==> config.mk <==
export PLATFORM = sky130hd
export DESIGN_NAME = age_ranked_sample_buffer_flat
export DESIGN_NICKNAME = d
export VERILOG_FILES = /design/src/rtl/core/arsb_pkg.sv /design/src/rtl/core/arsb_in_if.sv /design/src/rtl/core/arsb_out_if.sv /design/src/rtl/core/age_ranked_sample_buffer.sv /design/src/rtl/core/arsb_cell.sv /design/src/flat_wrapper.sv
export SDC_FILE = /design/constraint.sdc
export NUM_CORES = 1
export LEC_CHECK = 0
export BUFFER_PORTS_ARGS = -buffer_cell sky130_fd_sc_hd__buf_2
export CELL_PAD_IN_SITES_DETAIL_PLACEMENT = 1
export CELL_PAD_IN_SITES_GLOBAL_PLACEMENT = 1
export CORE_UTILIZATION = 51
export CTS_CLUSTER_DIAMETER = 120
export DETAILED_ROUTE_END_ITERATION = 8
export MAX_ROUTING_LAYER = met4
export PLACE_DENSITY_LB_ADDON = 0.3
export SYNTH_ARGS = -nofsm -noshare
export SYNTH_HDL_FRONTEND = slang
export SYNTH_HIERARCHICAL = 1
export SYNTH_SLANG_ARGS = --single-unit
==> constraint.sdc <==
create_clock -name clk -period 5.5 [get_ports clk]
set_clock_uncertainty 0.2 [all_clocks]
set_input_delay 0 -clock clk [delete_from_list [all_inputs] [get_ports clk]]
set_output_delay 0 -clock clk [all_outputs]
set_load 0.01 [all_outputs]
==> src/rtl/core/arsb_pkg.sv <==
package arsb_pkg;

	localparam int SLOT_COUNT = 8;
	localparam int SLOT_W     = $clog2(SLOT_COUNT);
	localparam int AGE_W      = SLOT_W;
	localparam int CNT_W      = $clog2(SLOT_COUNT + 1);

	localparam int KIND_W   = 2;
	localparam int DATA_W   = 32;
	localparam int SIM_W    = 16;
	localparam int IDX_W    = 3;
	localparam int STATUS_W = 3;
	localparam int RANK_W   = 4;
	localparam int OCC_W    = 4;

	localparam logic signed [SIM_W-1:0]  THRESH_RESET = 16'sd190;
	localparam logic signed [RANK_W-1:0] RANK_EMPTY   = '1;

	typedef enum logic [KIND_W-1:0] {
		KIND_ENQUEUE = 2'd0,
		KIND_REMOVE  = 2'd1,
		KIND_DISABLE = 2'd2,
		KIND_READ    = 2'd3
	} kind_t;

	typedef enum logic [STATUS_W-1:0] {
		ST_ENQUEUED  = 3'd0,
		ST_DUPLICATE = 3'd1,
		ST_DISABLED  = 3'd2,
		ST_INVALID   = 3'd3,
		ST_REMOVED   = 3'd4,
		ST_READ      = 3'd5
	} status_t;

	// broadcast to every cell
	typedef struct packed {
		logic              clear;
		logic              dec_en;
		logic [AGE_W-1:0]  dec_thr;
		logic [AGE_W-1:0]  wr_age;
		logic [AGE_W-1:0]  newest_age;
		logic [DATA_W-1:0] wr_data;
	} cell_cmd_t;

	// per-cell view handed back to the controller
	typedef struct packed {
		logic             used;
		logic [AGE_W-1:0] age;
		logic             first_free;
		logic             first_newest;
		logic             oldest;
	} cell_st_t;

endpackage

==> src/rtl/core/arsb_in_if.sv <==
interface arsb_in_if;
	logic                                   valid;
	logic                                   ready;
	logic [arsb_pkg::KIND_W-1:0]            kind;
	logic [arsb_pkg::DATA_W-1:0]            payload;
	logic signed [arsb_pkg::SIM_W-1:0]      similarity;
	logic [arsb_pkg::IDX_W-1:0]             slot_index;

	modport source (output valid, kind, payload, similarity, slot_index, input ready);
	modport sink (input valid, kind, payload, similarity, slot_index, output ready);
endinterface

==> src/rtl/core/arsb_out_if.sv <==
interface arsb_out_if;
	logic                                   valid;
	logic                                   ready;
	logic [arsb_pkg::STATUS_W-1:0]          status;
	logic [arsb_pkg::IDX_W-1:0]             slot_written;
	logic signed [arsb_pkg::RANK_W-1:0]     slot_rank;
	logic [arsb_pkg::DATA_W-1:0]            payload_out;
	logic [arsb_pkg::OCC_W-1:0]             occupied_count;

	modport source (output valid, status, slot_written, slot_rank, payload_out,
		occupied_count, input ready);
	modport sink (input valid, status, slot_written, slot_rank, payload_out,
		occupied_count, output ready);
endinterface

==> src/rtl/core/age_ranked_sample_buffer.sv <==
// Age-ranked sample buffer: a row of slot cells, each holding one payload word
// and its age rank (0 = oldest).
// in_ch carries one operation per item: enqueue (with similarity score against
// the newest entry), remove slot, disable, or read slot. out_ch returns exactly
// one result item per operation: status, slot, rank after the step, read data
// and occupancy.
// Throughput is one item per cycle while the receiver keeps taking results. The
// free-slot and newest-slot searches ripple through the cell row, and the whole
// operation is applied at the same edge that accepts the item. The result sits
// in the output register the cycle after acceptance.
// If the receiver stalls, the result holds in the output register and in_ch
// accepts a new item only once that register is taken or empty.
// cfg_wr_en/cfg_wr_data write the duplicate threshold (signed, reset 190);
// write it only while the block is idle.
// Reset empties every slot, re-enables the buffer and drops any pending result.
// A disable empties the buffer and locks it until the next reset.
module age_ranked_sample_buffer (
	input  logic                                  clk,
	input  logic                                  arst_n,
	input  logic                                  cfg_wr_en,
	input  logic signed [arsb_pkg::SIM_W-1:0]     cfg_wr_data,
	arsb_in_if.sink                               in_ch,
	arsb_out_if.source                            out_ch
);

	logic signed [arsb_pkg::SIM_W-1:0]  thr_q;
	logic                               disabled_q;
	logic [arsb_pkg::CNT_W-1:0]         cnt_q;

	logic                               out_valid_q;
	arsb_pkg::status_t                  status_q;
	logic [arsb_pkg::IDX_W-1:0]         slot_q;
	logic signed [arsb_pkg::RANK_W-1:0] rank_q;
	logic [arsb_pkg::DATA_W-1:0]        rdata_q;
	logic [arsb_pkg::OCC_W-1:0]         occ_q;

	logic                               accept;
	arsb_pkg::cell_cmd_t                cmd;
	arsb_pkg::cell_st_t                 st [arsb_pkg::SLOT_COUNT];
	logic [arsb_pkg::DATA_W-1:0]        cdata [arsb_pkg::SLOT_COUNT];
	logic [arsb_pkg::SLOT_COUNT:0]      free_chain;
	logic [arsb_pkg::SLOT_COUNT:0]      newest_chain;
	logic [arsb_pkg::SLOT_COUNT-1:0]    sel_wr;
	logic [arsb_pkg::SLOT_COUNT-1:0]    sel_free;
	logic [arsb_pkg::SLOT_COUNT-1:0]    used_vec;

	logic [arsb_pkg::SLOT_W-1:0]        free_idx;
	logic [arsb_pkg::SLOT_W-1:0]        newest_idx;
	logic [arsb_pkg::SLOT_W-1:0]        oldest_idx;
	logic [arsb_pkg::SLOT_W-1:0]        dest_idx;
	logic [arsb_pkg::SLOT_W-1:0]        tgt_idx;
	logic                               full;
	logic                               dup;
	logic                               tgt_ok;
	logic                               wr_en;
	logic                               free_en;
	logic                               set_disabled;
	arsb_pkg::status_t                  nx_status;
	logic [arsb_pkg::IDX_W-1:0]         nx_slot;
	logic signed [arsb_pkg::RANK_W-1:0] nx_rank;
	logic [arsb_pkg::DATA_W-1:0]        nx_data;
	logic [arsb_pkg::CNT_W-1:0]         nx_cnt;

	assign accept       = in_ch.valid && in_ch.ready;
	assign in_ch.ready  = !out_valid_q || out_ch.ready;

	assign out_ch.valid          = out_valid_q;
	assign out_ch.status         = status_q;
	assign out_ch.slot_written   = slot_q;
	assign out_ch.slot_rank      = rank_q;
	assign out_ch.payload_out    = rdata_q;
	assign out_ch.occupied_count = occ_q;

	assign free_chain[0]   = 1'b0;
	assign newest_chain[0] = 1'b0;

	for (genvar i = 0; i < arsb_pkg::SLOT_COUNT; i++) begin : g_cell
		arsb_cell u_cell (
			.clk             (clk),
			.arst_n          (arst_n),
			.upd             (accept),
			.cmd             (cmd),
			.sel_wr          (sel_wr[i]),
			.sel_free        (sel_free[i]),
			.free_seen_in    (free_chain[i]),
			.newest_seen_in  (newest_chain[i]),
			.free_seen_out   (free_chain[i+1]),
			.newest_seen_out (newest_chain[i+1]),
			.st              (st[i]),
			.data            (cdata[i])
		);
		assign used_vec[i] = st[i].used;
		assign sel_wr[i]   = wr_en && (dest_idx == arsb_pkg::SLOT_W'(i));
		assign sel_free[i] = free_en && (tgt_idx == arsb_pkg::SLOT_W'(i));
	end

	// slot searches; first-free and first-newest are one-hot from the chain
	always_comb begin
		free_idx   = '0;
		newest_idx = '0;
		oldest_idx = '0;
		for (int i = 0; i < arsb_pkg::SLOT_COUNT; i++) begin
			if (st[i].first_free) free_idx = arsb_pkg::SLOT_W'(i);
			if (st[i].first_newest) newest_idx = arsb_pkg::SLOT_W'(i);
			if (st[i].oldest) oldest_idx = arsb_pkg::SLOT_W'(i);
		end
	end

	assign full     = !free_chain[arsb_pkg::SLOT_COUNT];
	assign dest_idx = full ? oldest_idx : free_idx;
	assign dup      = (cnt_q != '0) && (in_ch.similarity > thr_q);
	assign tgt_idx  = arsb_pkg::SLOT_W'(in_ch.slot_index);
	assign tgt_ok   = (int'(in_ch.slot_index) < arsb_pkg::SLOT_COUNT) && st[tgt_idx].used;

	always_comb begin
		cmd.clear      = 1'b0;
		cmd.dec_en     = 1'b0;
		cmd.dec_thr    = '0;
		cmd.wr_age     = full ? arsb_pkg::AGE_W'(arsb_pkg::SLOT_COUNT - 1)
		                      : cnt_q[arsb_pkg::AGE_W-1:0];
		cmd.newest_age = arsb_pkg::AGE_W'(cnt_q - 1'b1);
		cmd.wr_data    = in_ch.payload;
		wr_en          = 1'b0;
		free_en        = 1'b0;
		set_disabled   = 1'b0;
		nx_status      = arsb_pkg::ST_DISABLED;
		nx_slot        = '0;
		nx_rank        = arsb_pkg::RANK_EMPTY;
		nx_data        = '0;
		nx_cnt         = cnt_q;

		if (arsb_pkg::kind_t'(in_ch.kind) == arsb_pkg::KIND_DISABLE) begin
			cmd.clear    = 1'b1;
			set_disabled = 1'b1;
			nx_cnt       = '0;
		end else if (!disabled_q) begin
			case (arsb_pkg::kind_t'(in_ch.kind))
				arsb_pkg::KIND_ENQUEUE: begin
					if (dup) begin
						nx_status = arsb_pkg::ST_DUPLICATE;
						nx_slot   = arsb_pkg::IDX_W'(newest_idx);
						if (newest_chain[arsb_pkg::SLOT_COUNT]) begin
							nx_rank = arsb_pkg::RANK_W'(st[newest_idx].age);
						end
					end else begin
						wr_en      = 1'b1;
						cmd.dec_en = full;
						nx_status  = arsb_pkg::ST_ENQUEUED;
						nx_slot    = arsb_pkg::IDX_W'(dest_idx);
						nx_rank    = arsb_pkg::RANK_W'(cmd.wr_age);
						nx_cnt     = full ? cnt_q : cnt_q + 1'b1;
					end
				end
				arsb_pkg::KIND_REMOVE: begin
					nx_slot = in_ch.slot_index;
					if (tgt_ok) begin
						free_en     = 1'b1;
						cmd.dec_en  = 1'b1;
						cmd.dec_thr = st[tgt_idx].age;
						nx_status   = arsb_pkg::ST_REMOVED;
						nx_cnt      = cnt_q - 1'b1;
					end else begin
						nx_status = arsb_pkg::ST_INVALID;
					end
				end
				arsb_pkg::KIND_READ: begin
					nx_slot = in_ch.slot_index;
					if (tgt_ok) begin
						nx_status = arsb_pkg::ST_READ;
						nx_rank   = arsb_pkg::RANK_W'(st[tgt_idx].age);
						nx_data   = cdata[tgt_idx];
					end else begin
						nx_status = arsb_pkg::ST_INVALID;
					end
				end
				default: begin
					nx_status = arsb_pkg::ST_DISABLED;
				end
			endcase
		end
	end

	always_ff @(posedge clk or negedge arst_n) begin
		if (!arst_n) begin
			thr_q <= arsb_pkg::THRESH_RESET;
		end else if (cfg_wr_en) begin
			thr_q <= cfg_wr_data;
		end
	end

	always_ff @(posedge clk or negedge arst_n) begin
		if (!arst_n) begin
			disabled_q  <= 1'b0;
			cnt_q       <= '0;
			out_valid_q <= 1'b0;
		end else begin
			if (accept) begin
				cnt_q <= nx_cnt;
				if (set_disabled) disabled_q <= 1'b1;
			end
			if (accept) begin
				out_valid_q <= 1'b1;
			end else if (out_ch.ready) begin
				out_valid_q <= 1'b0;
			end
		end
	end

	always_ff @(posedge clk) begin
		if (accept) begin
			status_q <= nx_status;
			slot_q   <= nx_slot;
			rank_q   <= nx_rank;
			rdata_q  <= nx_data;
			occ_q    <= arsb_pkg::OCC_W'(nx_cnt);
		end
	end

`ifndef SYNTHESIS
	a_cnt_matches_used: assert property (@(posedge clk) disable iff (!arst_n)
		$countones(used_vec) == int'(cnt_q))
		else $error("occupancy count out of step with slot flags");

	a_disabled_empty: assert property (@(posedge clk) disable iff (!arst_n)
		disabled_q |-> (cnt_q == '0))
		else $error("disabled buffer holds entries");

	a_accept_gives_result: assert property (@(posedge clk) disable iff (!arst_n)
		accept |=> out_valid_q)
		else $error("accepted item produced no result");

	a_newest_found: assert property (@(posedge clk) disable iff (!arst_n)
		(cnt_q != '0) |-> newest_chain[arsb_pkg::SLOT_COUNT])
		else $error("no slot carries the newest rank");
`endif

endmodule

==> src/rtl/core/arsb_cell.sv <==
module arsb_cell (
	input  logic                          clk,
	input  logic                          arst_n,
	input  logic                          upd,
	input  arsb_pkg::cell_cmd_t           cmd,
	input  logic                          sel_wr,
	input  logic                          sel_free,
	input  logic                          free_seen_in,
	input  logic                          newest_seen_in,
	output logic                          free_seen_out,
	output logic                          newest_seen_out,
	output arsb_pkg::cell_st_t            st,
	output logic [arsb_pkg::DATA_W-1:0]   data
);

	logic                         used_q;
	logic [arsb_pkg::AGE_W-1:0]   age_q;
	logic [arsb_pkg::DATA_W-1:0]  data_q;
	logic                         newest_match;

	assign newest_match    = used_q && (age_q == cmd.newest_age);
	assign free_seen_out   = free_seen_in || !used_q;
	assign newest_seen_out = newest_seen_in || newest_match;

	assign st.used         = used_q;
	assign st.age          = age_q;
	assign st.first_free   = !used_q && !free_seen_in;
	assign st.first_newest = newest_match && !newest_seen_in;
	assign st.oldest       = used_q && (age_q == '0);
	assign data            = data_q;

	always_ff @(posedge clk or negedge arst_n) begin
		if (!arst_n) begin
			used_q <= 1'b0;
			age_q  <= '0;
		end else if (upd) begin
			if (cmd.clear) begin
				used_q <= 1'b0;
				age_q  <= '0;
			end else if (sel_wr) begin
				used_q <= 1'b1;
				age_q  <= cmd.wr_age;
			end else if (sel_free) begin
				used_q <= 1'b0;
				age_q  <= '0;
			end else if (cmd.dec_en && used_q && (age_q > cmd.dec_thr)) begin
				age_q <= age_q - 1'b1;
			end
		end
	end

	always_ff @(posedge clk) begin
		if (upd && !cmd.clear && sel_wr) begin
			data_q <= cmd.wr_data;
		end
	end

endmodule

==> src/flat_wrapper.sv <==
// flat-port wrapper written by rule: the top's interface ports become plain ports
module age_ranked_sample_buffer_flat 
  (clk, arst_n, cfg_wr_en, cfg_wr_data, in_ch_valid, in_ch_kind, in_ch_payload, in_ch_similarity, in_ch_slot_index, in_ch_ready, out_ch_valid, out_ch_status, out_ch_slot_written, out_ch_slot_rank, out_ch_payload_out, out_ch_occupied_count, out_ch_ready);
  arsb_in_if in_ch_i ();
  arsb_out_if out_ch_i ();
  input  logic clk;
  input  logic arst_n;
  input  logic cfg_wr_en;
  input  logic signed [arsb_pkg::SIM_W-1:0] cfg_wr_data;
  input wire logic [$bits(in_ch_i.valid)-1:0] in_ch_valid;
  input wire logic [$bits(in_ch_i.kind)-1:0] in_ch_kind;
  input wire logic [$bits(in_ch_i.payload)-1:0] in_ch_payload;
  input wire logic [$bits(in_ch_i.similarity)-1:0] in_ch_similarity;
  input wire logic [$bits(in_ch_i.slot_index)-1:0] in_ch_slot_index;
  output wire logic [$bits(in_ch_i.ready)-1:0] in_ch_ready;
  output wire logic [$bits(out_ch_i.valid)-1:0] out_ch_valid;
  output wire logic [$bits(out_ch_i.status)-1:0] out_ch_status;
  output wire logic [$bits(out_ch_i.slot_written)-1:0] out_ch_slot_written;
  output wire logic [$bits(out_ch_i.slot_rank)-1:0] out_ch_slot_rank;
  output wire logic [$bits(out_ch_i.payload_out)-1:0] out_ch_payload_out;
  output wire logic [$bits(out_ch_i.occupied_count)-1:0] out_ch_occupied_count;
  input wire logic [$bits(out_ch_i.ready)-1:0] out_ch_ready;
  assign in_ch_i.valid = in_ch_valid;
  assign in_ch_i.kind = in_ch_kind;
  assign in_ch_i.payload = in_ch_payload;
  assign in_ch_i.similarity = in_ch_similarity;
  assign in_ch_i.slot_index = in_ch_slot_index;
  assign in_ch_ready = in_ch_i.ready;
  assign out_ch_valid = out_ch_i.valid;
  assign out_ch_status = out_ch_i.status;
  assign out_ch_slot_written = out_ch_i.slot_written;
  assign out_ch_slot_rank = out_ch_i.slot_rank;
  assign out_ch_payload_out = out_ch_i.payload_out;
  assign out_ch_occupied_count = out_ch_i.occupied_count;
  assign out_ch_i.ready = out_ch_ready;
  age_ranked_sample_buffer u_core (.clk(clk), .arst_n(arst_n), .cfg_wr_en(cfg_wr_en), .cfg_wr_data(cfg_wr_data), .in_ch(in_ch_i), .out_ch(out_ch_i));
endmodule
* After elaboration in Yosys (flattened, before gate mapping)
Index checks and enable logic that the tools add are counted. Widths: inputs -> output; s select.
Operators by class: mux-type cells 121, reductions and logical operators 161, order comparisons 11, eq/ne operators 25, add/sub/neg operators 10, bitwise operators 4
Operators by type and width (count):
- $mux 3 | 56
- $bmux 32 s3 | 1
- $logic_and 1x1->1 | 73
- $mux 32 | 2
- $mux 4 | 11
- $bmux 7 s3 | 2
- $mux 1 | 40
- $reduce_bool 4->1 | 9
- $reduce_and 2->1 | 17
- $logic_not 3->1 | 10
- $eq 3x3->1 | 8
- $eq 3x3->1 const B | 8
- $gt 3x3->1 | 8
- $logic_not 1->1 | 24
- $reduce_bool 3->1 | 8
- $sub 3x1->3 const B | 8
- $gt 16x16->1 | 1
- $pmux 4 s2 | 2
- $logic_or 1x1->1 | 15
- $mux 7 | 2
- $eq 3x2->1 const B | 4
- $mux 6 | 2
- $pmux 3 s3 | 1
- $ge 4x4->1 const B | 2
- other kinds (13) | 18
Word-level totals: flip-flop bits (word level) 356, word-level logic and storage cells 365, output and inout port bits 48, bits of input ports 74

* Logic depth before layout (Yosys ltp)
Gate-level depths: netlist (run 1).
depth in word-level cells 24, gate-level depth with buffers 20, depth with buffers taken out 19

* By module
The synthesis (run 1) kept the hierarchy.
By module, submodules not included:
- arsb_cell | sequential area each 1061.0 um^2, times used 8, area an instance 1357.6 um^2, cells each 79
- age_ranked_sample_buffer | sequential area each 1939.4 um^2, times used 1, area an instance 6058.3 um^2, cells each 547

* Worst setup path before layout (run 1)
OpenSTA, ideal clock, no wires.
kind reg2reg, start register u_core/cnt_q[0] (netlist name), end register u_core.rank_q (netlist bit u_core/out_ch.slot_rank[0]) (data pin), setup time 0.261 ns, required time 5.039 ns, data arrival time 4.271 ns, path slack 0.768 ns, cell stages (with the launch flop) 21, period minus slack after synthesis 4.732 ns, path through dfrtp_1 inv_1 ha_1 xor2_1 xnor2_1 nand4_1 nand2b_1 nand2b_1 nand2b_1 nand2b_1 nand2b_1 nand2b_1 nand2b_1 nor2_1 a21oi_1 and2_1 clkbuf_1 a211oi_1 a311oi_1 a211o_2 a311o_1
RTL lines:
- from (decl) | RTL line age_ranked_sample_buffer.sv:28 | logic [arsb_pkg::CNT_W-1:0] cnt_q;
- from (signal assigned) | RTL line age_ranked_sample_buffer.sv:198 | cnt_q <= nx_cnt;
- to (signal assigned) | RTL line age_ranked_sample_buffer.sv:213 | rank_q <= nx_rank;
- to (decl) | RTL line age_ranked_sample_buffer.sv:33 | logic signed [arsb_pkg::RANK_W-1:0] rank_q;

==> results of run 1 <==
-- registers in the layout, summed over array words and instances, names as in the netlist --
| name | flops |
|---|---|
| u_core/g_cell.u_cell/data | 256 |
| u_core/out_ch.payload_out | 32 |
| u_core/g_cell.u_cell/age_q | 24 |
| u_core/thr_q | 16 |
| u_core/g_cell.u_cell/used_q | 8 |
| u_core/cnt_q | 4 |
| u_core/out_ch.occupied_count | 4 |
| u_core/out_ch.slot_rank | 4 |
| u_core/out_ch.slot_written | 3 |
| u_core/out_ch.status | 3 |
| u_core/disabled_q | 1 |
| u_core/out_ch.valid | 1 |
-- cells in the final DEF, fill, tap and decap left out, drive strengths merged, types with 4 or more instances in the layout --
master	count
a31oi	10
xnor2	24
nor3	42
a311o	4
dfstp	6
nand3	12
o21ai	38
buf	145
inv	86
nor2b	5
o31a	8
clkinv	20
and3b	8
dlygate4sd3	91
ha	65
mux4	72
nand2b	23
edfxtp	302
nand2	60
a211oi	6
a21oi	56
dfrtp	48
mux2i	45
mux2	26
and2	10
nor2	96
clkbuf	44
a21boi	4
o21bai	10
nand4	13
-- stage by stage --
step                      utilization (%)  area, um2  total power [mW]  hold slack, ps  setup slack (ps)
after floorplan                         -      16900              4.04            -496               794
after global placement               55.3      18000              4.39            7.37               926
after detailed placement             55.3      18000              4.46            8.47               763
after CTS                            61.7      20100              6.99            24.3               712
after global routing                 61.8      20100              7.27            78.8               304
final                                61.8      20100              6.97            47.5               648
-- worst max-delay path, cell delays in order, from the launching register on --
cell      delay, ps
dfrtp_1         400
inv_1           200
ha_1            260
xor2_1          440
xnor2_1         130
nand4_1         100
nand2b_1         70
nand2b_1        150
nand2b_1        150
nand2b_1        150
nand2b_1        150
nand2b_1        160
nor2_1          250
inv_1            70
a21oi_1         340
nand2_1         360
mux2i_1         270
mux2i_1         110
a211o_2         330
a311o_1         310
-- per-layer routing --
metal  vias to the layer above  track usage (%)  wire length, um
met2                       378             50.2            24200
met1                      5811             36.2            19100
met3                        92             3.84             2270
li1                       4910                -                -
met4                         0             9.23             1160
met5                         -                -                0
-- cell type report --
class	instances	area, um2	share of cell area (%)
well taps	442	553	2.75
flip-flops and latches	356	10400	51.9
multi-input cells	686	5880	29.3
inverters	84	315	1.57
repair buffers	236	1730	8.59
clock inverters	25	213	1.06
clock buffers	44	973	4.84
diodes	1	2.50	0.0125
-- report_power, final --
| group | leakage [nW] | total [mW] | internal [mW] | switching (mW) |
|---|---|---|---|---|
| registers | 3.41 | 3.29 | 3.04 | 0.249 |
| clock network | 0.581 | 2.46 | 1.38 | 1.08 |
| logic | 3.50 | 1.22 | 0.577 | 0.646 |
| total | 7.49 | 6.97 | 5.00 | 1.97 |
-- worst paths after layout --
check	from	cells after the start	endpoint	slack, ps
max	u_core/cnt_q[1]	19	u_core/out_ch.slot_rank[0]	650
min	in_ch_slot_index[0]	4	u_core/out_ch.status[1]	50
max reg2reg	u_core/cnt_q[1]	19	u_core/out_ch.slot_rank[0]	650
min reg2reg	u_core/cnt_q[0]	1	u_core/cnt_q[0]	370
max in group asynchronous	arst_n	4	u_core/cnt_q[3]	4020
min in group asynchronous	arst_n	4	u_core/g_cell[0].u_cell/age_q[2]	520
==> qor.yml, run 1 <==
outcome:
  status: "finished, final reports clean"
route:
  wirelength_um: 46800
  detail_route.vias_per_cell: 5.97
  postRouteAntennaNets: 0
  drtIter0Drc: 900
  via_count: 11200
  drc: 0
  first_pass_iters: 5
  post_drt_wl_per_cell_um: 25.0
floorplanning:
  fp.dieH_um: 184
  start_util_pct: 52.0
  die_area_um2: 33900
  die_w_um: 184
  core_area_um2: 32500
  rows: 66
  pin_count: 122
worst_setup_path:
  crit_required_ps: 5590
  start_kind: "flip-flop"
  crit_fanout: 9
  cp.arrival_ps: 4940
  critical_path_class: "reg2reg"
  end_kind: "flip-flop"
cts:
  cts_tree: "yes"
  postCtsSetupRepairBufs: 0
  clkSinkCount: 356
  clk_pin_slew_ps: 60
  htree_levels: 2
  insertion_delay_ps: 540
  cts_resized: 0
  cts_hold_buffers: 91
  cts_root_buf: "clkbuf_16"
  cts_buffers: 38
  clock_path_buffers: 3
cells_and_area:
  synthToLayoutAreaGrowth_pct: 18.9
  layout.nets: 1541
  instances_no_fill: 1874
  fillers: 3147
  drive_gt1_share_pct: 21.5
sta:
  worst_pin_slew_ps: 1160
  drv_slew: 0
  fin_crit_sh_pct: 88.2
  finalSetupTns_ps: 0
  setup_viol: 0
  maxSlewHeadroom_pct: 22.1
  period_minus_slack_ps: 4850
  rsz0062_at_grt: "no"
  fmax_mhz: 206
  finalHoldViolations: 0
power_and_ir_drop:
  ir_drop_mv: 0.303
  power_leakage_nw: 7.49
  powerDensity_nw_per_um2: 347
logic_synthesis:
  synth_cells: 1176
  synth.avg_cell_area_um2: 14.4
  syn_area_um2: 16900
  yosys_warnings: 6
job:
  maxCapViolCount: 0
place:
  gp_congestion: 0.909
  io_buffers: 121
  hpwl_um: 28200
  post-place-cells: 1713
grt:
  grtUsageTotal_pct: 29.3
  grt_pass1_vias: 12100
  grt_pass1_wl_um: 71500
  grt-ovfl-total: 0
  grt_max_degree: 55
  grt_antenna_before_repair: 1
worst_hold_path:
  worstHoldPathType: "in2reg"
(Power assumes the default switching activity.)
==> inputs of run 2 (changes only) <==
- CELL_PAD_IN_SITES_DETAIL_PLACEMENT: 1 -> default
- CELL_PAD_IN_SITES_GLOBAL_PLACEMENT: 1 -> default
- CORE_UTILIZATION: 51 -> 55
- REMOVE_ABC_BUFFERS: default -> 1
==> qor.yml, run 2 (synthesis results as in run 1) <==
cells_and_area:
  final_common_cell: "edfxtp_1"
  largest_reg_flops: 256  # unchanged
  synthToLayoutAreaGrowth_pct: 18.6
  layout.nets: 1531  # -0.65%
  final_cell_mix: "302 x edfxtp_1, 119 x buf_2, 96 x nor2_1, 87 x dlygate4sd3_1, 83 x inv_1"
  instances_no_fill: 1812  # -3.3%
  drive_gt1_share_pct: 21.5  # +0.081 points
  design_area_um2: 20000  # -0.24%
route:
  detail_route.vias_per_cell: 5.97  # about the same
  post_drt_wl_per_cell_um: 22.3  # -10%
  via_count: 10800  # -3.4%
  postRouteAntennaNets: 0  # unchanged
  first_pass_iters: 5  # unchanged
  wirelength_um: 40500  # -13%
  drtIter0Drc: 941  # +4.6%
  drc: 0  # unchanged
cts:
  clkSinkCount: 356  # unchanged
  clock_path_buffers: 3  # unchanged
  cts_tree: "yes"
  postCtsSetupRepairBufs: 0  # unchanged
  cts_buffers: 37  # -2.6%
  htree_levels: 2  # unchanged
  cts_resized: 0  # unchanged
  clk_pin_slew_ps: 60  # about the same
  cts_root_buf: "clkbuf_16"
  insertion_delay_ps: 530  # about the same
grt:
  grt_max_degree: 69  # +25%
  grt-ovfl-total: 0  # unchanged
  grt_antenna_before_repair: 0  # -1
  grt_pass1_wl_um: 61500  # -14%
  grtUsageTotal_pct: 27.0  # -2.3 points
  grt_pass1_vias: 10900  # -10%
floorplanning:
  die_w_um: 177  # -3.7%
  rows: 63  # -4.5%
  pin_count: 122  # unchanged
  start_util_pct: 56.4  # +4.5 points
  core_area_um2: 30000  # -7.9%
  fp.dieH_um: 177  # -3.7%
  die_area_um2: 31400  # -7.2%
sta:
  maxSlewHeadroom_pct: 24.6  # +2.5 points
  fin_crit_sh_pct: 92.0  # +3.7 points
  drv_slew: 0  # unchanged
  fmax_mhz: 198  # -4.1%
  worst_pin_slew_ps: 1120  # -36.7 ps
  rsz0062_at_grt: "no"
  period_minus_slack_ps: 5060  # +205 ps
  setup_viol: 0  # unchanged
  finalHoldViolations: 0  # unchanged
  finalSetupTns_ps: 0  # unchanged
place:
  post_dp_cell_area_um2: 17900  # -0.43%
  gp_congestion: 0.964  # +6.0%
  hpwl_um: 23300  # -17%
  io_buffers: 121  # unchanged
  post-place-cells: 1656  # -3.3%
power_and_ir_drop:
  powerDensity_nw_per_um2: 349  # +0.59%
  ir_drop_mv: 0.326  # +7.5%
  power_leakage_nw: 7.48  # -0.10%
worst_setup_path:
  cp.arrival_ps: 5140  # +200 ps
  critical_path_class: "reg2reg"
  crit_fanout: 14  # +5
  start_kind: "flip-flop"
  crit_required_ps: 5580  # about the same
  end_kind: "flip-flop"
outcome:
  status: "finished, final reports clean"
worst_hold_path:
  worstHoldPathType: "in2reg"
job:
  maxCapViolCount: 0  # unchanged
==> run 2: cell count changes in the layout (fill, tap and decap cells not counted), moves of 2 or more <==
cell and delta:
buf_4 -7, clkbuf_1 -4, bufinv_16 +3, dlygate4sd3_1 -4, buf_12 +2, clkinvlp_4 +2
==> run 2: area by class of cell <==
class	count	area (um2)
fillers	2041	9910
repair buffers	227	1670
multi-input cells	686	5880
flip-flops and latches	356	10400
clock buffers	41	972
clock inverters	27	283
well taps	390	488
diodes	1	2.50
inverters	84	315
==> run 2: what timing repair did <==
item | in CTS | in global routing
hold endpoints to repair | 336 | 0
setup endpoints to repair | 0 | 0
hold buffers | 87 | 0
==> run 2: worst max-delay path: stages, from the launching register on <==
cell	delay [ps]
dfrtp_1	410
inv_1	460
ha_1	370
inv_1	330
xnor2_1	120
nand4_1	110
nand2b_1	70
nand2b_1	160
nand2b_1	170
nand2b_1	160
nand2b_1	150
nand2b_1	150
nor2_1	220
inv_1	60
a21oi_1	330
nand2_1	340
mux2i_1	260
mux2i_1	90
a211o_2	350
a311o_1	310
==> run 2: per-stage QoR <==
step	hold slack, ps	utilization, %	worst slack [ps]	power (mW)
finish	22.2	66.9	443	6.99
global route	62.1	66.9	75.9	7.29
CTS	4.36	66.9	494	7.01
detailed placement	7.63	59.8	564	4.39
global placement	3.32	59.8	649	4.35
floorplan	-496	-	803	4.01
==> run 2: path summary, 6_finish.rpt <==
kind                                                       end  slack (ps)           startpoint  cells after the start
worst max register to register      u_core/out_ch.slot_rank[0]         440      u_core/cnt_q[0]                     19
worst min register to register                 u_core/cnt_q[0]         350      u_core/cnt_q[0]                      1
worst min-delay path                   u_core/out_ch.status[1]          20  in_ch_slot_index[0]                      4
worst max-delay path                u_core/out_ch.slot_rank[0]         440      u_core/cnt_q[0]                     19
min in group asynchronous                     u_core/thr_q[11]         500               arst_n                      4
max in group asynchronous       u_core/g_cell[5].u_cell/used_q        4020               arst_n                      4
==> run 2: routing by layer <==
metal / GRT usage [%] / share of wire, % / vias up
met3: 3.19 / 7.0 / 96
met5: - / 0 / -
li1: - / - / 4889
met2: 42.8 / 49 / 486
met4: 9.54 / 2.9 / 0
met1: 36.5 / 41 / 5339
==> run 2: where the power goes <==
group          total, mW  internal (mW)  switching (mW)
logic               1.14          0.563           0.574
clock network       2.57           1.52            1.05
registers           3.28           3.04           0.240
total               6.99           5.13            1.87
